<file path="config.mk">
export PLATFORM = sky130hd
export DESIGN_NAME = lnorm_store
export DESIGN_NICKNAME = d
export VERILOG_FILES = /design/src/lnorm_store.sv
export SDC_FILE = /design/constraint.sdc
export NUM_CORES = 2
export LEC_CHECK = 0
export BUFFER_PORTS_ARGS = -buffer_cell sky130_fd_sc_hd__buf_2
export CAP_MARGIN = 20
export CORE_MARGIN = 4
export CORE_UTILIZATION = 65
export CTS_BUF_LIST = sky130_fd_sc_hd__clkbuf_4
export DETAILED_ROUTE_END_ITERATION = 10
export PLACE_DENSITY = 0.82
export SETUP_SLACK_MARGIN = 0.1
export SYNTH_ARGS = -nofsm -noshare
export SYNTH_HDL_FRONTEND = slang
export SYNTH_SLANG_ARGS = --single-unit
</file>
<file path="constraint.sdc">
create_clock -name clk_i -period 5 [get_ports clk_i]
set_clock_uncertainty 0.05 [all_clocks]
set_input_delay 0.5 -clock clk_i [delete_from_list [all_inputs] [get_ports clk_i]]
set_output_delay 0.5 -clock clk_i [all_outputs]
set_load 0.1 [all_outputs]
</file>
<file path="src/lnorm_store.sv">
// Two-bank sample memory, one write port and one registered read port.
module lnorm_store #(
  parameter int unsigned DEPTH  = 128,
  parameter int unsigned WIDTH  = 16,
  parameter int unsigned ADDR_W = 7
) (
  input  logic              clk_i,
  input  logic              we_i,
  input  logic [ADDR_W-1:0] waddr_i,
  input  logic [WIDTH-1:0]  wdata_i,
  input  logic [ADDR_W-1:0] raddr_i,
  output logic [WIDTH-1:0]  rdata_o
);

  logic [WIDTH-1:0] mem_q [DEPTH];
  logic [WIDTH-1:0] rdata_q;

  always_ff @(posedge clk_i) begin
    if (we_i) begin
      mem_q[waddr_i] <= wdata_i;
    end
    rdata_q <= mem_q[raddr_i];
  end

  assign rdata_o = rdata_q;

endmodule

</file>
## Yosys cells after proc, flatten, opt, wreduce, memory -nomap -nowiden

Memory sizes are Yosys's and may differ from the RTL's. A register that Yosys moved wholly into a read port is not among the register bits.
Cells that the tools add are included.

| operators by class | value |
|---|---|
| muxes and demuxes | 2 |

Operators with widths:

| kind | number |
|---|---|
| $mux W1 | 2 |

| word-level totals | value |
|---|---|
| flip-flop bits (word level) | 0 |
| RAM bits | 2048 |
| memories | 1 |

Memories:

| memory | depth | bits a word | read ports | clocked after Yosys merged registers in | write ports | line | RTL |
|---|---|---|---|---|---|---|---|
| mem_q | 128 | 16 | 1 | 1 | 1 | 15 | `logic [WIDTH-1:0] mem_q [DEPTH];` |

## Logic depth before layout (Yosys ltp)

| logic depth | value |
|---|---|
| depth after elaboration | 2 |
| mapped depth | 7 |
| depth with buffers taken out | 4 |

## Worst setup path before layout

No wires, ideal clock.

| timing path | value |
|---|---|
| path kind | input-to-reg |
| start point | in raddr_i[0] |
| end point | reg rdata_q[0], in the netlist rdata_o[0], read port of mem_q |
| setup time | 121 ps |
| data arrival time | 2874 ps |
| path slack | 1955 ps |
| stages | 6 |
| buffers on the path | 2 |
| cells stage by stage | buf_2 > buf_1 > mux4_2 > mux4_2 > mux4_2 > mux2_2 |

RTL lines:

| element | line | RTL |
|---|---|---|
| from (decl) | 11 | `input logic [ADDR_W-1:0] raddr_i,` |
| to (decl) | 16 | `logic [WIDTH-1:0] rdata_q;` |

==> flow_summary_export.csv <==
group,metric,value,unit
status,outcome,"completed",
cells_and_area,drive_above_1_share,0.416,
floorplan,rows,127,
setup_path,reg2regPathDepth,5,
yosys,yosys.cell_types.count,17,
clock_network,clock-sinks,2064,
yosys,syn_inst,3086,
grt,grt_overflow,0,
drt,vias,39300,
sta,tightest_slew,1.13,ns
placement,portBuffers,47,
sta,maxSlewViolCount,0,
sta,final_hold_viol_count,0,
clock_network,clk_latency,1.37,ns
yosys,yosysMostFrequentCell,"edfxtp_1",
placement,place_congestion,0.823,
power,combPwrFrac,0.058,
drt,post-route-drc-count,0,
drt,drtIter0Drc,6439,
placement,dp_cells,4785,
sta,tns,0,ns
setup_path,r2r_end,"rdata_o[7]",
setup_path,worstPathRequired,6.20,ns
setup_path,r2r_start,"mem_q[10][7]",
power,switchingPower,7.81,mW
grt,antenna_found_initial,22,
power,clkPwrFrac,0.383,
job,maxCapViolCount,0,
clock_network,post_cts_buffers,0,
sta,clock.fmax,318,MHz
grt,grt_pass1_wl,286,mm
power,p_seq_frac,0.559,
power,switching_share,0.228,
setup_path,start_kind,"flop",
yosys,syn_area,78500,um^2
setup_path,critPathArrivalTime,4.35,ns
power,peakVddDrop,0.000294,V
sta,fin_crit,3.15,ns
floorplan,io_pins,48,
grt,grt_pass1_vias,40700,
min_path,hp-start,"wdata_i[15]",
power,p_per_area,388,nW/um^2
clock_network,path_clk_slew,0.14,ns
yosys,syn-num-nets,3118,
yosys,synth_edf_count,2048,
yosys,syn_area_per_cell,25.4,um^2
yosys,synthTopCellsByArea,"edfxtp_1 78%, mux4_2 19%, nor2_1 0.58%, dfxtp_1 0.41%, clkbuf_1 0.39%",
setup_path,cp-end-kind,"flop",
setup_path,r2r_slack,1.85,ns
clock_network,cts_tree,"done",
power,p_int,26.5,mW
clock_network,cts_root_buffer,"clkbuf_4",
yosys,ys_seq_area_frac,0.787,
drt,dr.pass1.iters,6,
cells_and_area,final_nets,3733,
clock_network,cts_buffers,495,
yosys,synth_ff_type,"edfxtp_1",
grt,grt_max_degree,98,
yosys,ys_async_sr_fraction,0,
cells_and_area,syn_to_final_growth,12.8,%
floorplan,coreArea,120000,um^2
floorplan,initial_core_util,0.655,
cells_and_area,fin_util,0.738,
floorplan,die-area,126000,um^2
drt,viasPerCell,6.90,
drt,ant_nets,0,
yosys,yosysTopAreaCell,"edfxtp_1",
min_path,hold_path_depth,2,
clock_network,ctsHtreeMaxLevel,5,
clock_network,clockBufferDepth,4,
grt,track_usage,0.325,
cells_and_area,instances_no_fill,5701,
min_path,hp-class,"in2reg",
sta,finalSetupViolations,0,
yosys,ys_ff_latch,2064,
floorplan,dieHeight,356,um
yosys,netlist.area_leader.share,0.783,
drt,wl,199,mm
floorplan,die_w,356,um
yosys,yosysWarnings,0,
drt,wl_per_cell,34.9,um
sta,relSlewSlack,0.244,
placement,dpl.hpwl,114,mm
sta,fin_crit_sh,0.629,
sta,rsz0062_at_grt,"no",
setup_path,worstSetupPathType,"reg2reg",
min_path,hold_end,"mem_q[15][15]",
power,p_leak,28.2,nW
yosys,synth_commonest_cells,"2048 x edfxtp_1, 672 x mux4_2, 122 x nor2_1",
setup_path,worst-path-max-fanout,1,
==> cell type report <==
cell class,instances,area [um^2]
repair buffers,282,2560
fillers,6102,31400
well taps,1612,2020
clock buffers,721,5410
multi-input cells,858,16100
diodes,18,45.0
flip-flops and latches,2064,61800
clock inverters,146,628
==> power by group through the flow <==
stage          Combinational, mW  Clock, mW  Sequential, mW
3_3_place_gp                1.84          0            19.5
4_1_cts                     1.96       13.4            19.2
5_1_grt                     2.04       14.4            19.2
2_1_floorplan              0.935          0            19.7
3_5_place_dp                1.93          0            19.5
6_report                    1.98       13.2            19.2
==> logic make-up (layout without fill, tap and decap cells) <==
family	after synthesis	in the layout	synth area share
other cells	0	18	0
flops	2064	2064	0.787
simple gates	170	170	0.00888
buf+inv	164	1149	0.00881
mux	688	688	0.195
==> flip-flops by register name, indices dropped and copies added (netlist names) <==
signal,cells
mem_q,2048
rdata_o,16
==> placed cells by master (no fill, tap or decap), types with 12 or more instances in the layout <==
cell type / netlist / layout
buf_12: 0 / 26
buf_2: 52 / 27
buf_4: 1 / 190
clkbuf_4: 0 / 721
clkinv_1: 0 / 123
clkinv_2: 0 / 13
dfxtp_1: 16 / 16
diode_2: 0 / 18
dlygate4sd3_1: 0 / 31
edfxtp_1: 2048 / 2048
mux2_2: 16 / 16
mux4_2: 672 / 672
nand2_1: 14 / 14
nand3_1: 12 / 12
nor2_1: 122 / 121
==> metrics by stage <==
step / setup WS [ns] / total power, mW / instance area, um^2 / hold slack [ns]
after floorplan: 1.95 / 20.6 / 78500 / 0.549
after global placement: 1.17 / 21.4 / 82000 / 0.871
after detailed placement: 1.10 / 21.5 / 82100 / 0.892
after CTS: 1.84 / 34.5 / 88500 / 0.0117
after global routing: 1.88 / 35.6 / 88500 / 0.0414
final: 1.85 / 34.3 / 88500 / 0.174
==> worst max-delay path, stage by stage, from the launching register on <==
cell	delay, ns
edfxtp_1	0.56
mux4_2	0.55
mux4_2	0.48
mux4_2	0.55
mux2_2	0.30
dlygate4sd3_1	0.56
==> what timing repair did <==
action,in CTS,in global routing
hold buffers,31,0
resized for setup,0,0
hold endpoints to repair,2013,0
==> how the worst max path moves through the flow <==
stage               slack, ns         start           to
floorplan                1.95    raddr_i[0]   rdata_o[0]
global placement         1.17    raddr_i[0]   rdata_o[3]
detailed placement       1.10    raddr_i[0]   rdata_o[3]
CTS                      1.84   rdata_o[10]  rdata_o[10]
global route             1.88    rdata_o[6]   rdata_o[6]
finish                   1.85  mem_q[10][7]   rdata_o[7]
==> metal layers <==
metal | track usage | wire (um) | vias to the layer above
li1 | - | - | 15100
met1 | 0.443 | 64700 | 20000
met2 | 0.495 | 95500 | 3644
met3 | 0.112 | 30400 | 586
met4 | 0.129 | 8510 | 18
met5 | 0 | 120 | -
(Power assumes the default switching activity.)
