<file path="src/lnorm_pkg.sv">
// Shared constants for the layer normalizer.
package lnorm_pkg;

  localparam int unsigned DATA_W  = 16;  // sample and result field width
  localparam int unsigned NLEN_W  = 7;   // norm_length register width
  localparam int unsigned EPS_W   = 16;  // epsilon register width
  localparam int unsigned CIDX_W  = 1;   // configuration index width
  localparam int unsigned FRAC_SH = 16;  // Q16.16 to Q16.32 before square root
  localparam int unsigned Q_BITS  = 17;  // quotient bits of the output divide

  localparam logic [CIDX_W-1:0] REG_NORM_LENGTH = 1'd0;
  localparam logic [CIDX_W-1:0] REG_EPSILON     = 1'd1;

  localparam logic [DATA_W-1:0] SAT_POS = 16'h7fff;
  localparam logic [DATA_W-1:0] SAT_NEG = 16'h8000;

endpackage

</file>
<file path="src/lnorm_front.sv">
// Front: configuration registers, sample loading and group closing.
module lnorm_front
  import lnorm_pkg::*;
#(
  parameter int unsigned MAX_LEN     = 64,
  parameter int unsigned SAMPLE_BITS = 16,
  parameter int unsigned LEN_W       = 7,
  parameter int unsigned IDX_W       = 6,
  parameter int unsigned SUM_W       = 22,
  parameter int unsigned JOB_W       = 46
) (
  input  logic                   clk_i,
  input  logic                   rst_ni,
  input  logic                   cfg_valid_i,
  input  logic [CIDX_W-1:0]      cfg_index_i,
  input  logic [DATA_W-1:0]      cfg_data_i,
  input  logic                   s_valid_i,
  input  logic [DATA_W-1:0]      s_data_i,
  output logic                   s_ready_o,
  output logic                   we_o,
  output logic [IDX_W:0]         waddr_o,
  output logic [SAMPLE_BITS-1:0] wdata_o,
  output logic                   push_o,
  output logic [JOB_W-1:0]       job_o,
  input  logic                   done_i
);

  localparam int unsigned EXT_W = (SAMPLE_BITS > DATA_W) ? SAMPLE_BITS : DATA_W;

  logic [NLEN_W-1:0]      nlen_q;
  logic [EPS_W-1:0]       eps_q;
  logic [LEN_W-1:0]       fill_q;
  logic [SUM_W-1:0]       sum_q;
  logic                   bank_q;
  logic [1:0]             pend_q;

  logic [LEN_W-1:0]       eff_len;
  logic [LEN_W-1:0]       fill_nx;
  logic [SUM_W-1:0]       sum_nx;
  logic [EXT_W-1:0]       ext;
  logic [SAMPLE_BITS-1:0] x;
  logic                   acc, close;

  always_comb begin
    if (nlen_q == '0) begin
      eff_len = LEN_W'(1);
    end else if (nlen_q > NLEN_W'(MAX_LEN)) begin
      eff_len = LEN_W'(MAX_LEN);
    end else begin
      eff_len = LEN_W'(nlen_q);
    end
  end

  assign ext     = EXT_W'(s_data_i);
  assign x       = ext[SAMPLE_BITS-1:0];
  assign s_ready_o = (pend_q != 2'd2);
  assign acc     = s_valid_i && s_ready_o;
  assign fill_nx = fill_q + LEN_W'(1);
  assign sum_nx  = sum_q + SUM_W'($signed(x));
  assign close   = acc && (fill_nx >= eff_len);

  assign we_o    = acc;
  assign waddr_o = {bank_q, fill_q[IDX_W-1:0]};
  assign wdata_o = x;
  assign push_o  = close;
  assign job_o   = {bank_q, fill_nx, sum_nx, eps_q};

  always_ff @(posedge clk_i or negedge rst_ni) begin
    if (!rst_ni) begin
      nlen_q <= NLEN_W'(64);
      eps_q  <= EPS_W'(1);
      fill_q <= '0;
      sum_q  <= '0;
      bank_q <= 1'b0;
      pend_q <= 2'd0;
    end else begin
      if (cfg_valid_i) begin
        unique case (cfg_index_i)
          REG_NORM_LENGTH: nlen_q <= cfg_data_i[NLEN_W-1:0];
          REG_EPSILON:     eps_q  <= cfg_data_i[EPS_W-1:0];
          default: ;
        endcase
      end
      if (close) begin
        fill_q <= '0;
        sum_q  <= '0;
        bank_q <= ~bank_q;
      end else if (acc) begin
        fill_q <= fill_nx;
        sum_q  <= sum_nx;
      end
      pend_q <= pend_q + 2'(close) - 2'(done_i);
    end
  end

endmodule

</file>
<file path="config.mk">
export PLATFORM = sky130hd
export DESIGN_NAME = lnorm_front
export DESIGN_NICKNAME = d
export VERILOG_FILES = /design/src/lnorm_pkg.sv /design/src/lnorm_front.sv
export SDC_FILE = /design/constraint.sdc
export NUM_CORES = 1
export LEC_CHECK = 0
export ABC_AREA = 0
export BUFFER_PORTS_ARGS = -buffer_cell sky130_fd_sc_hd__buf_2
export CORE_ASPECT_RATIO = 0.75
export CORE_MARGIN = 2
export CORE_UTILIZATION = 45
export CTS_CLUSTER_SIZE = 24
export DETAILED_ROUTE_END_ITERATION = 10
export GPL_TIMING_DRIVEN = 0
export PLACE_DENSITY = 0.76
export SKIP_CTS_REPAIR_TIMING = 1
export SYNTH_ARGS = -nofsm -noshare
export SYNTH_HDL_FRONTEND = slang
export SYNTH_SLANG_ARGS = --single-unit
</file>
<file path="constraint.sdc">
create_clock -name clk_i -period 2.6 [get_ports clk_i]
set_clock_uncertainty 0.1 [all_clocks]
set_input_delay 0.39 -clock clk_i [delete_from_list [all_inputs] [get_ports clk_i]]
set_output_delay 0.39 -clock clk_i [all_outputs]
set_load 0.005 [all_outputs]
</file>
### Word-level counts from Yosys, hierarchy flattened

Cells that the tools add are included.

| operators by class | value |
|---|---|
| add/subtract/negate cells | 4 |
| order comparisons | 2 |
| eq/ne operators | 1 |
| multiplexer cells | 6 |
| bitwise operators | 2 |
| reduce and logical (&&, ||, !) cells | 6 |

Operator list:

| kind | number |
|---|---|
| $mux W22 | 2 |
| $mux W7 | 4 |
| $add A22 B22 Y22 | 1 |
| $add A7 B1 Y7 const B | 1 |
| $ge A7 B7 Y1 | 1 |
| $gt A7 B7 Y1 const B | 1 |
| $logic_not A7 Y1 | 1 |
| $reduce_and A2 Y1 | 2 |
| $add A2 B1 Y2 | 1 |
| $logic_and A1 B1 Y1 | 2 |
| $ne A2 B2 Y1 const B | 1 |
| $not A1 Y1 | 2 |
| $reduce_bool A2 Y1 | 1 |
| $sub A2 B1 Y2 | 1 |

| word-level totals | value |
|---|---|
| flip-flop bits (word level) | 55 |
| output and inout port bits | 72 |

### Logic depth before layout (Yosys ltp)

Gate-level depths: netlist of the first run.

| logic depth | value |
|---|---|
| depth after elaboration | 7 |
| gate-level depth with buffers | 12 |

### Worst setup path after synthesis of the first run

Ideal clock, no wire load.

| path | value |
|---|---|
| path type | reg2reg |
| start point | reg fill_q[0] |
| end point | reg pend_q[1] |
| library setup time | 0.123 ns |
| arrival time | 2.520 ns |
| setup slack | -0.142 ns |
| stages on the path, launching flop included | 13 |
| period minus slack after synthesis | 2.742 ns |
| cell sequence | dfrtp_1 > ha_1 > nand3_1 > nor2_1 > xor2_1 > ha_1 > a21oi_1 > o21ai_0 > a21oi_1 > nor2_1 > ha_1 > xnor2_1 > xnor2_1 |

| on the way | value |
|---|---|
| cells in the longest elaborated chain, start to end | 5 |

RTL lines:

| element | line | source |
|---|---|---|
| start, declared | lnorm_front.sv:32 | `logic [LEN_W-1:0] fill_q;` |
| start signal, assigned | lnorm_front.sv:89 | `fill_q <= fill_nx;` |
| $add A7 B1 Y7 | lnorm_front.sv:58 | `assign fill_nx = fill_q + LEN_W'(1);` |
| via job_o[44] | lnorm_front.sv:24 | `output logic [JOB_W-1:0] job_o,` |
| $ge A7 B7 Y1 | lnorm_front.sv:60 | `assign close = acc && (fill_nx >= eff_len);` |
| $logic_and A1 B1 Y1 | lnorm_front.sv:60 |  |
| via push_o | lnorm_front.sv:23 | `output logic push_o,` |
| $add A2 B1 Y2 | lnorm_front.sv:92 | `pend_q <= pend_q + 2'(close) - 2'(done_i);` |
| $sub A2 B1 Y2 | lnorm_front.sv:92 |  |
| end signal, assigned | lnorm_front.sv:92 |  |
| end, declared | lnorm_front.sv:35 | `logic [1:0] pend_q;` |

The timed path passes the listed nets, and every way through them passes these cells.
A chain may end at the register's enable or synchronous reset.

### Worst setup path in the final report of the first run

| path | value |
|---|---|
| start point | reg sum_q[0] |
| end point | out job_o[36] |

| on the way | value |
|---|---|
| cells in the longest elaborated chain, start to end | 1 |

RTL lines:

| element | line | source |
|---|---|---|
| start, declared | lnorm_front.sv:33 | `logic [SUM_W-1:0] sum_q;` |
| start signal, assigned | lnorm_front.sv:90 | `sum_q <= sum_nx;` |
| $add A22 B22 Y22 | lnorm_front.sv:59 | `assign sum_nx = sum_q + SUM_W'($signed(x));` |
| end, declared | lnorm_front.sv:24 |  |

Every way passes these cells.

==> results of run 1 <==
## per-stage QoR
step | power (mW) | std cells
after floorplan | 3.51 | 397
after global placement | 4.48 | 611
after detailed placement | 4.61 | 611
after CTS | 5.15 | 619
after global routing | 6.37 | 634
final | 5.96 | 634
## flip-flops by register name, summed over array words and instances, names as in the netlist
signal,cells
sum_q,22
eps_q,16
fill_q,7
nlen_q,7
pend_q,2
bank_q,1
## cells in the final DEF (no fill, tap or decap), types with 11 or more instances in the layout
| cell | n |
|---|---|
| inv_1 | 11 |
| buf_2 | 108 |
| nor2_1 | 11 |
| nand2_1 | 51 |
| buf_4 | 45 |
| a22o_1 | 11 |
| dfrtp_1 | 50 |
| o21ai_0 | 20 |
| ha_1 | 21 |
| xor2_1 | 12 |
| mux2_2 | 23 |
## layout make-up
| type | count | area share (%) |
|---|---|---|
| multi-input cells | 292 | 48.9 |
| flip-flops and latches | 55 | 27.2 |
| repair buffers | 129 | 13.9 |
| plain buffers | 34 | 4.75 |
| well taps | 105 | 2.59 |
| clock buffers | 7 | 1.70 |
| inverters | 11 | 0.813 |
| clock inverters | 1 | 0.172 |
## where the power goes
part | total, mW | leakage, nW | internal [mW] | switching (mW)
Sequential | 1.39 | 0.664 | 1.14 | 0.248
Clock | 0.519 | 0.0484 | 0.220 | 0.299
Combinational | 4.05 | 1.71 | 1.92 | 2.13
Total | 5.96 | 2.42 | 3.28 | 2.68
## worst max-delay path by stage
| stage | from | endpoint | slack [ns] | cells past startpoint |
|---|---|---|---|---|
| after floorplan | fill_q[0] | pend_q[1] | 0.001 | 12 |
| after global placement | fill_q[0] | sum_q[11] | -0.59 | 10 |
| after detailed placement | fill_q[0] | sum_q[11] | -0.66 | 10 |
| after CTS | sum_q[0] | job_o[36] | -0.74 | 9 |
| after global routing | sum_q[0] | job_o[36] | -0.77 | 10 |
| final | sum_q[0] | job_o[36] | -0.67 | 10 |
## routing by layer
metal | up-vias | share of wire, % | GRT usage [%]
met5 | - | 0 | 0
met4 | 0 | 1.9 | 5.29
met3 | 24 | 6.2 | 3.04
met2 | 146 | 48 | 33.5
met1 | 1769 | 43 | 30.8
li1 | 1683 | - | -
## critical path: stages (launching register included)
cell and delay (ns):
dfrtp_1 0.40, ha_2 0.20, fa_2 0.42, a21oi_4 0.18, o21ai_2 0.08, a2111oi_2 0.39, buf_4 0.19, o21a_4 0.16
o21a_1 0.17, xnor2_1 0.12, buf_2 0.13
## logic make-up (layout without fill, tap and decap cells)
group                      after synthesis  in the layout  share of synthesized area (%)
buffers and inverters                   50            182                           7.62
adders and majority gates               32             32                           10.8
xor gates and xnor gates                24             24                           5.54
DFF                                     55             55                           36.4
and+or+nand+nor                        107            107                           13.1
AOI/OAI and AO/OA                      106            106                           19.8
muxes                                   23             23                           6.83
==> out/qor.txt, run 1 <==
Ant diodes: 0
Critical setup path kind: register to output pin
Grt total ovfl: 0
Footprint of the multi-input gates: 2480 um2
Drt drc: 0
Synth async-reset ratio: 100%
Final worst slack: -0.668 ns
Worst Hold Class: input pin to asynchronous set/reset pin
Max Cap Violations: 0
Hold WS: -0.00649 ns
Register clock-pin slew on the reported worst setup and hold paths: 0.11 ns
Share of layout cells above drive strength 1: 45.9%
Synth top cells by count: dfrtp_1 (53), nand2_1 (52), ha_1 (31)
Worst-Margin Slew: 0.731 ns
Synth area leaders: dfrtp_1 (35%), ha_1 (10%), mux2_2 (6.8%)
ANT nets after route: 0
Finished Cell Area: 5080 um2
Cell variety after synth: 55
RSZ-0062 raised after global routing: yes
Final HPWL DP: 7.57 mm
Worst slew margin: 51.3%
Synth Instances: 397
CP required: 2.11 ns
Dpl cell area: 4470 um2
CTS max path bufs: 2
Initial antenna violation count: 0
Post-synth EDFFs: 0
Synth Area per Inst: 9.55 um2
P&R area growth vs syn: 34.0%
Final Critical Period: 3.27 ns
Vias in the first global route: 3265
# setup viols final: 23
CTS buffer count: 5
Top_reg_cell synth: dfrtp_1
Dpl ws: -0.664 ns
Largest net degree at the start of global routing: 56
Vias: 3622
R2r setup slk: -0.08 ns
IO buf count: 109
WL per Instance: 17.3 um
CTS Root Cell: clkbuf_8
Final Cycle Share: 126%
Startpoint class of the critical path: register
GPL Wtd Cong: 0.888
Critical Path Sink Type: output pin
Clk sinks: 55
Worst-path fanout max: 6
Post-synthesis register bit count: 55
Total GRT Usage: 21.3%
Final core utilization: 63.3%
DR pass1 iterations: 5
Via density: 5.71
WP data arrival: 2.78 ns
DIE AREA: 9180 um2
Htree depth: 2
Number of fill cells: 657
Mapped Area: 3790 um2
CTS tree: yes
Reg2reg start: fill_q[1]
Most frequent cell after synthesis: dfrtp_1
First DRT Iteration DRCs: 253
Worst VDD drop: 590 uV
FMAX: 0.306 GHz
Reg2reg end: pend_q[1]
Outcome: finished with violations
PD cells: 1170 nW/um2
Top cell type's share of synthesized area: 35.0%
Cell taking the most area after synthesis: dfrtp_1
Synthesized Nets: 467
TNS Setup: -7.64 ns
Final Hold Fails: 1
Initial Util: 47.3%
Max Slew Vio Count: 0
Static Leak: 2.42 nW
FF-to-FF path depth: 13
Clk Latency, worst-skew pair: 0.32 ns
Failing checks: negative hold slack, negative setup slack
First-pass GRT wire length: 15.7 mm
Chip Height: 83.5 um
Nets@finish: 598
Total Routed Length: 10.9 mm
I/O pin total: 110
Rows: 28
YS warnings: 0
Sequential area share after synthesis: 36.4%
Reg area: 1380 um2
Core area: 8020 um2
Width of the die: 110 um
(Power assumes the default switching activity.)
==> run 2, diff against run 1 <==
--- a/config.mk
+++ b/config.mk
@@ -6,14 +6,14 @@
 export NUM_CORES = 1
 export LEC_CHECK = 0
 export ABC_AREA = 0
-export BUFFER_PORTS_ARGS = -buffer_cell sky130_fd_sc_hd__buf_2
+export BUFFER_PORTS_ARGS = -buffer_cell sky130_fd_sc_hd__buf_4
 export CORE_ASPECT_RATIO = 0.75
 export CORE_MARGIN = 2
-export CORE_UTILIZATION = 45
+export CORE_UTILIZATION = 30
 export CTS_CLUSTER_SIZE = 24
 export DETAILED_ROUTE_END_ITERATION = 10
 export GPL_TIMING_DRIVEN = 0
-export PLACE_DENSITY = 0.76
+export PLACE_DENSITY = 0.55
 export SKIP_CTS_REPAIR_TIMING = 1
 export SYNTH_ARGS = -nofsm -noshare
 export SYNTH_HDL_FRONTEND = slang
==> run 2 against run 1 <==
The flow finishes with violations (negative setup slack). Register-to-register slack better by 0.10 ns. Sequential cell count unchanged. Non-clock buffer count up 9. Total power up 22%. Sequential share of layout area down 4.0 points. Hold slack better by 0.055 ns. Via count down 2.7%. Die area up 48%. Fmax up 3.3%. Combinational power up 24%. Largest cell class unchanged.
==> out/qor.txt, run 2 (synthesis gave the netlist of run 1 again) <==
Outcome: finished with violations
Failing checks: negative setup slack
Max Cap Violations: 0 (unchanged)
Largest register FFs: 22 (unchanged)
Chip Height: 101 um (+21%)
Most flops, register: sum_q
Final worst slack: -0.563 ns (+0.105 ns)
RSZ-0062 raised after global routing: yes
Critical Path Sink Type: output pin
GPL Wtd Cong: 0.855 (-3.8%)
Initial antenna violation count: 0 (unchanged)
Core area: 12300 um2 (+53%)
Worst path buffer plus inverter count: 1 (-1)
# setup viols final: 16 (-30%)
DIE AREA: 13600 um2 (+48%)
First-pass GRT wire length: 16.5 mm (+5.4%)
Startpoint class of the critical path: register
First DRT Iteration DRCs: 192 (-24%)
P&R area growth vs syn: 57.3%
FMAX: 0.316 GHz (+3.3%)
Vias in the first global route: 3281 (+0.49%)
Final core utilization: 48.5% (-15 points)
Commonest cells after routing, fill and taps aside: buf_4 (159), nand2_1 (49), dfrtp_1 (48)
Share of layout cells above drive strength 1: 54.6% (+8.7 points)
Total Routed Length: 11.5 mm (+5.2%)
Reg area: 1390 um2 (+0.18%)
Worst path cell trace: ha_4, fa_2, a21oi_4, o21ai_4, a2111oi_4, o21a_4, o21a_1, xnor2_2, buf_4
Largest net degree at the start of global routing: 56 (unchanged)
Grt total ovfl: 0 (unchanged)
Footprint of the multi-input gates: 2880 um2 (+16%)
CP delay by family, top: compound AO/OA/AOI/OAI gates
Number of fill cells: 1144 (+74%)
Power, Total: 7.24 mW (+22%)
PD cells: 1210 nW/um2 (+3.5%)
ANT nets after route: 0 (unchanged)
WL per Instance: 16.4 um (-5.3%)
CTS buffer count: 5 (unchanged)
Worst VDD drop: 467 uV (-21%)
Width of the die: 134 um (+22%)
Final HPWL DP: 7.76 mm (+2.6%)
Worst-Margin Slew: 0.738 ns (+0.00748 ns)
Ant diodes: 0 (unchanged)
Total GRT Usage: 15.1% (-6.3 points)
Worst-path fanout max: 6 (unchanged)
CTS Root Cell: clkbuf_16
CP required: 2.11 ns (about the same)
Clk Latency, worst-skew pair: 0.29 ns (-0.03 ns)
CTS max path bufs: 2 (unchanged)
Vias: 3526 (-2.7%)
CTS tree: yes
Worst slew margin: 50.8% (-0.50 points)
CP max-delay cell: a2111oi_4
Htree depth: 2 (unchanged)
WP data arrival: 2.67 ns (-0.11 ns)
Final Cycle Share: 122% (-4.0 points)
IO buf count: 109 (unchanged)
Static Leak: 2.64 nW (+9.2%)
Top flop regs: sum_q: 22 flops, eps_q: 16 flops
Final Critical Period: 3.16 ns (-0.105 ns)
Critical setup path kind: register to output pin
DR pass1 iterations: 4 (-1)
Critical Path Max Stage Delay: 0.45 ns (+0.03 ns)
Most common cell after layout, fill and taps aside: buf_4
I/O pin total: 110 (unchanged)
Final Hold Fails: 0 (-1)
Drt drc: 0 (unchanged)
Initial Util: 30.8% (-16 points)
Rows: 35 (+25%)
Max Slew Vio Count: 0 (unchanged)
Nets@finish: 607 (+1.5%)
Clk sinks: 55 (unchanged)
Register clock-pin slew on the reported worst setup and hold paths: 0.08 ns (-0.03 ns)
Via density: 5.01 (-12%)
Worst Hold Class: input pin to asynchronous set/reset pin
## run 2: cell count changes in the layout (fill, tap and decap cells not counted), moves of 5 or more
cell       before  now
ha_1           21   10
clkbuf_8        6    0
ha_4            4   16
a21oi_4         3    8
buf_2         108    1
buf_4          45  159
clkbuf_16       0    5
## run 2: per-layer routing
metal  up-vias  GRT usage [%]  wire (um)
met3         9           2.60        432
met2        80           22.6       5440
li1       1681              -          -
met4         0           3.93        131
met5         -              0          0
met1      1756           22.4       5510
## run 2: final cells by class
cell class | instances | share of cell area [%]
inverter | 11 | 0.692
timing repair buffer | 138 | 17.5
sequential | 55 | 23.2
clock inverter | 2 | 0.629
clock buffer | 6 | 2.16
multi-input combinational | 292 | 48.2
buffer | 34 | 4.09
tap | 166 | 3.48
## run 2: path summary, 6_finish.rpt
check                      depth (start not counted)  slack (ns)     startpoint   endpoint
max                                                9       -0.56       sum_q[0]  job_o[36]
min                                                1        0.05         rst_ni  sum_q[13]
max reg2reg                                       12        0.02      fill_q[0]  pend_q[1]
min reg2reg                                        2        0.40       sum_q[5]   sum_q[5]
max in group asynchronous                          1        1.80         rst_ni  fill_q[1]
min in group clk_i                                 2        0.23  cfg_data_i[9]   eps_q[9]
## run 2: metrics by stage
stage	hold WS (ns)	setup WS, ns	area [um2]	setup TNS (ns)	cells
after floorplan	-0.00559	0.00131	3800	0	397
after global placement	0.364	-0.587	4820	-16.13	672
after detailed placement	0.379	-0.604	4820	-17.21	672
after CTS	0.0927	-0.753	4990	-20.80	680
after global routing	0.112	-0.632	5960	-6.57	704
final	0.0486	-0.563	5960	-4.94	704
## run 2: worst reg2reg max path: stages (launching register included)
cell and delay (ns):
dfrtp_2 0.42, ha_4 0.19, nand3_4 0.12, nor2_4 0.13, xor2_2 0.23, ha_4 0.25
a21oi_2 0.19, o21ai_4 0.12, a21oi_4 0.18, nor2_4 0.08, ha_4 0.20, xnor2_2 0.13
xnor2_1 0.13
## run 2: where the power goes
group / total [mW] / switching [mW] / internal [mW]
registers: 1.42 / 0.275 / 1.15
clock network: 0.776 / 0.320 / 0.456
logic: 5.04 / 2.43 / 2.61
