**config.mk**
```make
export PLATFORM = sky130hd
export DESIGN_NAME = lnorm_back
export DESIGN_NICKNAME = d
export VERILOG_FILES = /design/src/lnorm_pkg.sv /design/src/lnorm_back.sv
export SDC_FILE = /design/constraint.sdc
export NUM_CORES = 2
export LEC_CHECK = 0
export BUFFER_PORTS_ARGS = -buffer_cell sky130_fd_sc_hd__buf_2
export CAP_MARGIN = 20
export CORE_MARGIN = 4
export CORE_UTILIZATION = 35
export CTS_CLUSTER_SIZE = 10
export DETAILED_ROUTE_END_ITERATION = 8
export GPL_ROUTABILITY_DRIVEN = 1
export SYNTH_ARGS = -nofsm -noshare
export SYNTH_HDL_FRONTEND = slang
export SYNTH_SLANG_ARGS = --single-unit
```
**constraint.sdc**
```tcl
create_clock -name clk_i -period 28.1 [get_ports clk_i]
set_input_delay 7.025 -clock clk_i [delete_from_list [all_inputs] [get_ports clk_i]]
set_output_delay 7.025 -clock clk_i [all_outputs]
set_load 0.02 [all_outputs]
```
**src/lnorm_pkg.sv**
```systemverilog
// Shared constants for the layer normalizer.
package lnorm_pkg;

  localparam int unsigned DATA_W  = 16;  // sample and result field width
  localparam int unsigned NLEN_W  = 7;   // norm_length register width
  localparam int unsigned EPS_W   = 16;  // epsilon register width
  localparam int unsigned CIDX_W  = 1;   // configuration index width
  localparam int unsigned FRAC_SH = 16;  // Q16.16 to Q16.32 before square root
  localparam int unsigned Q_BITS  = 17;  // quotient bits of the output divide

  localparam logic [CIDX_W-1:0] REG_NORM_LENGTH = 1'd0;
  localparam logic [CIDX_W-1:0] REG_EPSILON     = 1'd1;

  localparam logic [DATA_W-1:0] SAT_POS = 16'h7fff;
  localparam logic [DATA_W-1:0] SAT_NEG = 16'h8000;

endpackage

```
**src/lnorm_back.sv**
```systemverilog
// Back: mean, variance, square root and per-sample divide over one buffered group.
module lnorm_back
  import lnorm_pkg::*;
#(
  parameter int unsigned SAMPLE_BITS = 16,
  parameter int unsigned LEN_W       = 7,
  parameter int unsigned IDX_W       = 6,
  parameter int unsigned SUM_W       = 22,
  parameter int unsigned JOB_W       = 46
) (
  input  logic                   clk_i,
  input  logic                   rst_ni,
  input  logic                   job_valid_i,
  input  logic [JOB_W-1:0]       job_i,
  output logic                   pop_o,
  output logic [IDX_W:0]         raddr_o,
  input  logic [SAMPLE_BITS-1:0] rdata_i,
  output logic                   m_valid_o,
  output logic [DATA_W-1:0]      m_data_o,
  output logic                   m_last_o,
  input  logic                   m_ready_i,
  output logic                   done_o
);

  localparam int unsigned D_W    = SAMPLE_BITS + LEN_W + 1;
  localparam int unsigned SQ_W   = 2 * D_W + LEN_W;
  localparam int unsigned N3_W   = 3 * LEN_W;
  localparam int unsigned V_W    = SQ_W + 1;
  localparam int unsigned X_W    = ((V_W + FRAC_SH + 1) / 2) * 2;
  localparam int unsigned R_W    = X_W / 2;
  localparam int unsigned DEN_W  = LEN_W + R_W;
  localparam int unsigned CW     = (D_W + 22 > DEN_W + 19) ? D_W + 22 : DEN_W + 19;
  localparam int unsigned CNT_W  = $clog2(SQ_W + R_W + Q_BITS + 1);

  typedef enum logic [3:0] {
    ST_IDLE, ST_N2, ST_N3, ST_RD1, ST_DEV1, ST_SQ1, ST_VDIV, ST_VADD,
    ST_SQRT, ST_DEN, ST_RD2, ST_DEV2, ST_PREP, ST_QDIV, ST_QFIN, ST_OUT
  } state_e;

  state_e            state_q;
  logic              bank_q;
  logic [LEN_W-1:0]  n_q, idx_q;
  logic [SUM_W-1:0]  s_q;
  logic [EPS_W-1:0]  eps_q;
  logic [2*LEN_W-1:0] n2_q;
  logic [N3_W-1:0]   n3_q;
  logic [D_W-1:0]    d_q;
  logic [SQ_W-1:0]   sq_q;
  logic [N3_W:0]     vrem_q;
  logic [X_W-1:0]    x_q;
  logic [R_W+1:0]    srem_q;
  logic [R_W-1:0]    root_q;
  logic [DEN_W-1:0]  den_q;
  logic [CW-1:0]     qrem_q, msh_q;
  logic [Q_BITS-1:0] q_q;
  logic [CNT_W-1:0]  cnt_q;
  logic [DATA_W-1:0] y_q;
  logic              mvalid_q, mlast_q;
  logic [DATA_W-1:0] mdata_q;

  // Combinational helpers
  logic              job_bank;
  logic [LEN_W-1:0]  job_n;
  logic [SUM_W-1:0]  job_s;
  logic [EPS_W-1:0]  job_eps;
  logic [D_W-1:0]    nx, dev;
  logic              neg;
  logic [D_W-1:0]    mag;
  logic [N3_W:0]     vt;
  logic [R_W+1:0]    st, trial;
  logic [CW-1:0]     num, den_w;
  logic [V_W-1:0]    vsum;
  logic              last;
  logic              out_go;

  assign {job_bank, job_n, job_s, job_eps} = job_i;

  assign nx    = D_W'($signed({1'b0, n_q}) * $signed(rdata_i));
  assign dev   = nx - D_W'($signed(s_q));
  assign neg   = d_q[D_W-1];
  assign mag   = neg ? (~d_q + D_W'(1)) : d_q;
  assign vt    = {vrem_q[N3_W-1:0], sq_q[SQ_W-1]};
  assign st    = {srem_q[R_W-1:0], x_q[X_W-1:X_W-2]};
  assign trial = {root_q, 2'b01};
  assign den_w = CW'(den_q);
  assign num   = (CW'(mag) << 21) + den_w;
  assign vsum  = V_W'(sq_q) + V_W'(eps_q);
  assign last  = (idx_q + LEN_W'(1) == n_q);
  assign out_go = (state_q == ST_OUT) && (!mvalid_q || m_ready_i);

  assign pop_o     = (state_q == ST_IDLE) && job_valid_i;
  assign raddr_o   = {bank_q, idx_q[IDX_W-1:0]};
  assign done_o    = out_go && last;
  assign m_valid_o = mvalid_q;
  assign m_data_o  = mdata_q;
  assign m_last_o  = mlast_q;

  always_ff @(posedge clk_i or negedge rst_ni) begin
    if (!rst_ni) begin
      state_q  <= ST_IDLE;
      mvalid_q <= 1'b0;
      idx_q    <= '0;
      cnt_q    <= '0;
    end else begin
      // Drop the output item once taken, unless a new one replaces it
      if (mvalid_q && m_ready_i && !out_go) begin
        mvalid_q <= 1'b0;
      end
      unique case (state_q)
        ST_IDLE: begin
          if (job_valid_i) begin
            bank_q  <= job_bank;
            n_q     <= job_n;
            s_q     <= job_s;
            eps_q   <= job_eps;
            idx_q   <= '0;
            sq_q    <= '0;
            state_q <= ST_N2;
          end
        end
        ST_N2: begin
          n2_q    <= n_q * n_q;
          state_q <= ST_N3;
        end
        ST_N3: begin
          n3_q    <= n2_q * n_q;
          state_q <= ST_RD1;
        end
        ST_RD1: state_q <= ST_DEV1;
        ST_DEV1: begin
          d_q     <= dev;
          state_q <= ST_SQ1;
        end
        ST_SQ1: begin
          sq_q <= sq_q + SQ_W'(mag * mag);
          if (last) begin
            idx_q   <= '0;
            vrem_q  <= '0;
            cnt_q   <= CNT_W'(SQ_W);
            state_q <= ST_VDIV;
          end else begin
            idx_q   <= idx_q + LEN_W'(1);
            state_q <= ST_RD1;
          end
        end
        ST_VDIV: begin
          // Long division of the squared sum by n^3, one quotient bit per cycle
          if (vt >= (N3_W + 1)'(n3_q)) begin
            vrem_q <= vt - (N3_W + 1)'(n3_q);
            sq_q   <= {sq_q[SQ_W-2:0], 1'b1};
          end else begin
            vrem_q <= vt;
            sq_q   <= {sq_q[SQ_W-2:0], 1'b0};
          end
          cnt_q <= cnt_q - CNT_W'(1);
          if (cnt_q == CNT_W'(1)) begin
            state_q <= ST_VADD;
          end
        end
        ST_VADD: begin
          x_q     <= X_W'({vsum, FRAC_SH'(0)});
          srem_q  <= '0;
          root_q  <= '0;
          cnt_q   <= CNT_W'(R_W);
          state_q <= ST_SQRT;
        end
        ST_SQRT: begin
          // Restoring square root, one root bit per cycle
          if (st >= trial) begin
            srem_q <= st - trial;
            root_q <= {root_q[R_W-2:0], 1'b1};
          end else begin
            srem_q <= st;
            root_q <= {root_q[R_W-2:0], 1'b0};
          end
          x_q   <= {x_q[X_W-3:0], 2'b00};
          cnt_q <= cnt_q - CNT_W'(1);
          if (cnt_q == CNT_W'(1)) begin
            state_q <= ST_DEN;
          end
        end
        ST_DEN: begin
          den_q   <= n_q * root_q;
          state_q <= ST_RD2;
        end
        ST_RD2: state_q <= ST_DEV2;
        ST_DEV2: begin
          d_q     <= dev;
          state_q <= ST_PREP;
        end
        ST_PREP: begin
          if (mag == '0) begin
            y_q     <= '0;
            state_q <= ST_OUT;
          end else if (root_q == '0 || num >= (den_w << 18)) begin
            y_q     <= neg ? SAT_NEG : SAT_POS;
            state_q <= ST_OUT;
          end else begin
            qrem_q  <= num;
            msh_q   <= den_w << 17;
            q_q     <= '0;
            cnt_q   <= CNT_W'(Q_BITS);
            state_q <= ST_QDIV;
          end
        end
        ST_QDIV: begin
          if (qrem_q >= msh_q) begin
            qrem_q <= qrem_q - msh_q;
            q_q    <= {q_q[Q_BITS-2:0], 1'b1};
          end else begin
            q_q    <= {q_q[Q_BITS-2:0], 1'b0};
          end
          msh_q <= msh_q >> 1;
          cnt_q <= cnt_q - CNT_W'(1);
          if (cnt_q == CNT_W'(1)) begin
            state_q <= ST_QFIN;
          end
        end
        ST_QFIN: begin
          if (!neg) begin
            y_q <= (q_q > Q_BITS'(32767)) ? SAT_POS : q_q[DATA_W-1:0];
          end else begin
            y_q <= (q_q > Q_BITS'(32768)) ? SAT_NEG : (~q_q[DATA_W-1:0] + DATA_W'(1));
          end
          state_q <= ST_OUT;
        end
        ST_OUT: begin
          if (out_go) begin
            mvalid_q <= 1'b1;
            mdata_q  <= y_q;
            mlast_q  <= last;
            if (last) begin
              state_q <= ST_IDLE;
            end else begin
              idx_q   <= idx_q + LEN_W'(1);
              state_q <= ST_RD2;
            end
          end
        end
        default: state_q <= ST_IDLE;
      endcase
    end
  end

endmodule

```
Yosys cells after proc, flatten, opt, wreduce, memory -nomap -nowiden
Cells that the tools add are included.

Flip-flop bits (word level): 561. Input bits: 66. Output and inout bits: 27. Word-level logic and storage cells: 163.

Add/sub/neg operators: 11. $mul: 5. Order comparisons: 6. Eq/ne operators: 28. Mux-type cells: 52. Bitwise logic cells: 2. Reduce and logical (&&, ||, !) cells: 36.

Operators by type and width (count): 62-bit two-way mux (5); 62-bit case mux with 2 select lines (2); 55-bit case mux with 3 select lines (1); 36-bit case mux with 2 select lines (2); 72-bit case mux with 2 select lines (1); 16-bit two-way mux (6); 4-bit case mux with 16 select lines (1); 62-bit greater-or-equal comparator (1); 62-bit subtractor (1); 46-bit by 61-bit greater-or-equal comparator with 1-bit output (1); 55-bit by 16-bit adder with 56-bit output (1); 55-bit by 48-bit adder with 55-bit output (1); 55-bit two-way mux (1); 7-bit two-way mux (7); 24-bit by 24-bit multiplier with 48-bit output (1); 45-bit by 43-bit adder with 46-bit output (1); 7-bit by 36-bit multiplier with 43-bit output (1); 21-bit two-way mux (2); 21-bit case mux with 2 select lines (1); 38-bit greater-or-equal comparator (1); 36-bit zero test (1); 36-bit two-way mux (1); 36-bit subtractor (1); 17-bit two-way mux (2); 45 further kinds (97).

Logic depth before layout (Yosys ltp)
Depth after elaboration: 9. Gate-level depth with buffers: 37. Gate-level depth less buffers: 33.

Least setup slack after synthesis
OpenSTA, ideal clock, no wires.

Kind: input to output. From: input m_ready_i. To: output done_o. Arrival time: 7462 ps. Data required time: 21075 ps. Slack: 13613 ps. Stages on the path: 2. Path buffers: 0. Cell sequence: nand2b_1 and3_1.

Word-level cells in the longest chain between the ends: 3.

Ends and longest elaborated chain: start, declared (RTL line lnorm_back.sv:21) `input logic m_ready_i,`; 1-bit logical OR (RTL line lnorm_back.sv:89) `assign out_go = (state_q == ST_OUT) && (!mvalid_q || m_ready_i);`; 1-bit logical AND (RTL line lnorm_back.sv:89); 1-bit logical AND (RTL line lnorm_back.sv:93) `assign done_o = out_go && last;`; end, declared (RTL line lnorm_back.sv:22) `output logic done_o`.

No other way between the ends.

Worst setup path after layout
Ends and elaborated chain as after synthesis.

==> results by stage <==
Status:
- The flow ran to the end, but the final reports show violations.
- The final reports fail on design-rule violations.

Timing:
- The transition at the pin with the smallest max-transition slack is 1.12 ns.
- The final count of negative-setup-slack endpoints is 0.
- The number of hold-slack violations in the final timing report is 0.
- After routing, the total negative slack on setup checks comes to 0 ns.
- The final critical path time including I/O delays and setup is 14.74 ns.
- The count of final max-slew check failures was 0.
- The final cycle utilization of the critical path is 0.524.
- The highest clock frequency the design can meet is 67.9 MHz.
- Setup repair after global routing left no endpoint under its margin.
- The worst setup skew after layout is 0.0341 ns.
- The worst pin sits at a relative slew slack of 0.247.
- The worst setup margin is 13.36 ns.

Floorplanning:
- For this configuration, the core starts out at a cell density of 0.352.
- The overall die area is 194000 um^2.
- The top-level port count is 93.
- The number of placement rows is 158.
- The core footprint is 186000 um^2.
- The vertical die dimension is 440 um.
- The die is 440 um wide.

GRT:
- The first global-routing pass estimated 282000 um of wire.
- In the global route stage, met1 resource usage came out at 0.242.
- Across every metal layer, demand over resource in global routing totals 0.183.
- In the global route stage, met2 resource usage came out at 0.304.
- The maximum number of pins on one net before global-route repair is 129.
- The met3 capacity usage during global routing is 0.0259.
- The number of antenna violations at the first check in global routing came to 10.
- Global routing finished with a remaining overflow of 0.
- The busiest metal layer after global routing is met2.
- The number of global-route vias before repair came to 50746.

Setup path:
- The maximum net fanout on the critical path is 5.
- In this run the worst setup path begins at m_ready_i.
- The reg-to-reg setup timing slack is 16.40 ns.
- The end of the worst register-to-register path is sq_q[51].
- STA classifies the critical path endpoint as an output pin.
- The worst register-to-register path has a depth of 29.
- The capturing instance or port of the critical path is done_o.
- The worst register-to-register path begins at d_q[0].
- The required time of the critical path is 21.08 ns.
- The sort of element at the start of the critical path is a primary input.
- The startpoint-to-endpoint class of the critical path is primary input to output pin.
- At the worst endpoint, the arrival time is 7.71 ns.

Clock tree:
- The number of clock buffers added by TritonCTS is 75.
- The number of setup buffers added after CTS is 0.
- After clock tree synthesis, the clock-pin slew on the worst setup and hold paths is 0.05 ns.
- TritonCTS built the clock tree.
- CTS built an H-tree with a depth of 3.
- The number of hold-repair buffers added at the cts stage is 0.
- Post-CTS repair changed the size of 0 cells.
- The cell at the root of the clock tree is sky130_fd_sc_hd__clkbuf_16.
- The clock insertion delay at the later pin of the skew report is 0.70 ns.
- The clock tree buffer depth is 3.
- The sink count of the clock tree is 542.

Synthesis:
- The prevailing post-synth register cell is sky130_fd_sc_hd__edfxtp_1.
- A synthesized cell averages 9.30 um^2.
- In this run, distinct cell masters in the synthesized netlist total 86.
- Summing every instance area after synthesis gives 65400 um^2.
- In this run, synthesis inferred 523 flip-flops with an integrated enable.
- The Yosys step of the flow raised 0 warnings.
- Of the synthesized area, sequential elements account for 0.248.
- Synthesis produced 7033 cells.
- Synthesis inferred 542 register bits.
- In the synthesized netlist the async set-or-reset flop fraction comes to 0.0351.

Detailed routing:
- After detailed routing, the total wire length is 175000 um.
- The average detailed-routed wire length per instance is 18.3 um.
- For this run, design rule violations remaining after detail routing come to 2.
- The first detailed-routing pass took 8 iterations.
- After detailed routing, the number of vias per cell comes to 5.10.
- Detailed routing inserted a total of 48732 vias.
- In this run the remaining antenna-violating nets after routing total 0.
- The detailed router finished its first iteration with 3598 violations.

Place:
- The quantity of I/O buffers inserted on ports is 92.
- Once detailed placement completed, the half-perimeter wirelength came to 133000 um.
- The worst setup timing slack at the placement stage is 13.38 ns.
- The routability congestion estimate is 0.901.

Cells and area:
- In the final layout, the share of cells above drive strength 1 is 0.0483.
- Leaving out fill and tap cells, the most frequent cell in the layout is sky130_fd_sc_hd__inv_1.
- The net count of the finished layout is 8453.
- The area growth from synthesis to layout is 8.84%.
- The number of fill cells in the layout is 18527.
- The top cell types in the final layout, fill and taps aside, are sky130_fd_sc_hd__inv_1 (1272), sky130_fd_sc_hd__nand2_1 (835), sky130_fd_sc_hd__fa_1 (822).

Hold path:
- The type of the most critical hold path is flop to flop.

Run:
- Max-cap violations in this run came to 0.
==> layout make-up <==
class                   count  area (um^2)  area share
clock inverters            34          470     0.00661
multi-input cells        4956        43600       0.612
repair buffers            166         1030      0.0145
clock buffers              85         1980      0.0278
well taps                2480         3100      0.0436
inverters                1279         4800      0.0675
flip-flops and latches    542        16200       0.227
diodes                      8         20.0    0.000281
==> worst max-delay path: stages <==
cell,delay (ns)
sky130_fd_sc_hd__buf_2,0.09
sky130_fd_sc_hd__nand2b_1,0.20
sky130_fd_sc_hd__and3_1,0.23
sky130_fd_sc_hd__buf_2,0.16
==> state kept, by name, summed over array words and instances, names as in the netlist, 17 cells and up <==
signal	cells
s_q	22
d_q	24
vrem_q	21
sq_q	55
x_q	56
srem_q	36
root_q	36
n3_q	21
den_q	43
qrem_q	62
msh_q	60
q_q	17
==> cells by family after synthesis <==
logic type / synth area share
multiplexers: 0.00603
buffers and inverters: 0.0901
other: 0.000115
AND/OR/NAND/NOR: 0.140
AO/OA/AOI/OAI: 0.115
flip-flops: 0.248
adder cells (fa/ha/maj): 0.356
XOR/XNOR: 0.0455
==> layer usage <==
| layer | vias to the layer above | wire (um) | share of wire |
|---|---|---|---|
| li1 | 22920 | - | - |
| met1 | 24233 | 76100 | 0.43 |
| met2 | 1311 | 82200 | 0.47 |
| met3 | 268 | 10100 | 0.058 |
| met4 | 0 | 6590 | 0.038 |
| met5 | - | 0 | 0 |
==> worst min path at each step <==
stage	from	to	slack, ns	cells after the start
after floorplan	y_q[0]	m_data_o[0]	0.40	0
after global placement	y_q[11]	m_data_o[11]	0.40	0
after detailed placement	y_q[2]	m_data_o[2]	0.40	0
after CTS	y_q[7]	m_data_o[7]	0.40	0
after global routing	y_q[7]	m_data_o[7]	0.41	0
final	y_q[7]	m_data_o[7]	0.40	0
==> stage by stage <==
step	cells	utilization	cell area, um^2	hold WS, ns
5_1_grt	9549	0.383	71100	0.411
6_report	9550	0.383	71100	0.397
2_1_floorplan	7054	-	65500	0.400
3_5_place_dp	9420	0.370	68700	0.405
4_1_cts	9539	0.383	71100	0.396
3_3_place_gp	9420	0.370	68700	0.402
==> synth_stat cells (10+ instances only) <==
cell                        number  area share
sky130_fd_sc_hd__nand4_1        53      0.0051
sky130_fd_sc_hd__a22o_1         11      0.0015
sky130_fd_sc_hd__buf_1          23      0.0013
sky130_fd_sc_hd__inv_1        1272       0.073
sky130_fd_sc_hd__o21a_1         54      0.0062
sky130_fd_sc_hd__and3_1         44      0.0042
sky130_fd_sc_hd__a211oi_1       42      0.0048
sky130_fd_sc_hd__a211o_1        10      0.0013
sky130_fd_sc_hd__o22a_1         11      0.0015
sky130_fd_sc_hd__clkbuf_1      242       0.014
sky130_fd_sc_hd__edfxtp_1      523        0.24
sky130_fd_sc_hd__o21ai_0       360       0.028
sky130_fd_sc_hd__nor3b_1        15      0.0017
sky130_fd_sc_hd__o211ai_1       23      0.0026
sky130_fd_sc_hd__o41ai_1        13      0.0017
sky130_fd_sc_hd__or3_1          26      0.0025
sky130_fd_sc_hd__ha_1          545        0.10
sky130_fd_sc_hd__o22ai_1        23      0.0022
sky130_fd_sc_hd__o21bai_1       40      0.0046
sky130_fd_sc_hd__and4_1         13      0.0017
sky130_fd_sc_hd__fa_1          822        0.25
sky130_fd_sc_hd__nor2_1        441       0.025
sky130_fd_sc_hd__nand2b_1       51      0.0049
sky130_fd_sc_hd__nand3_1       119      0.0091
sky130_fd_sc_hd__a31oi_1        37      0.0035
sky130_fd_sc_hd__or2_2          20      0.0019
sky130_fd_sc_hd__a221oi_1       11      0.0015
sky130_fd_sc_hd__nand2_1       838       0.048
sky130_fd_sc_hd__o31ai_1        33      0.0038
sky130_fd_sc_hd__a2111oi_0      15      0.0020
sky130_fd_sc_hd__and2_1        190       0.018
sky130_fd_sc_hd__a21boi_0       13      0.0015
sky130_fd_sc_hd__a21o_1        136       0.016
sky130_fd_sc_hd__mux2i_1        36      0.0055
sky130_fd_sc_hd__a21oi_1       289       0.022
sky130_fd_sc_hd__dfrtp_1        19      0.0073
sky130_fd_sc_hd__nor3_1         72      0.0055
sky130_fd_sc_hd__nor2b_1        48      0.0046
sky130_fd_sc_hd__xor2_1        113       0.015
sky130_fd_sc_hd__xnor2_1       225       0.030
sky130_fd_sc_hd__nor4_1         33      0.0032
Power is not shown: default switching activity piles up to over one toggle a cycle in this logic, so the estimate is an artifact.
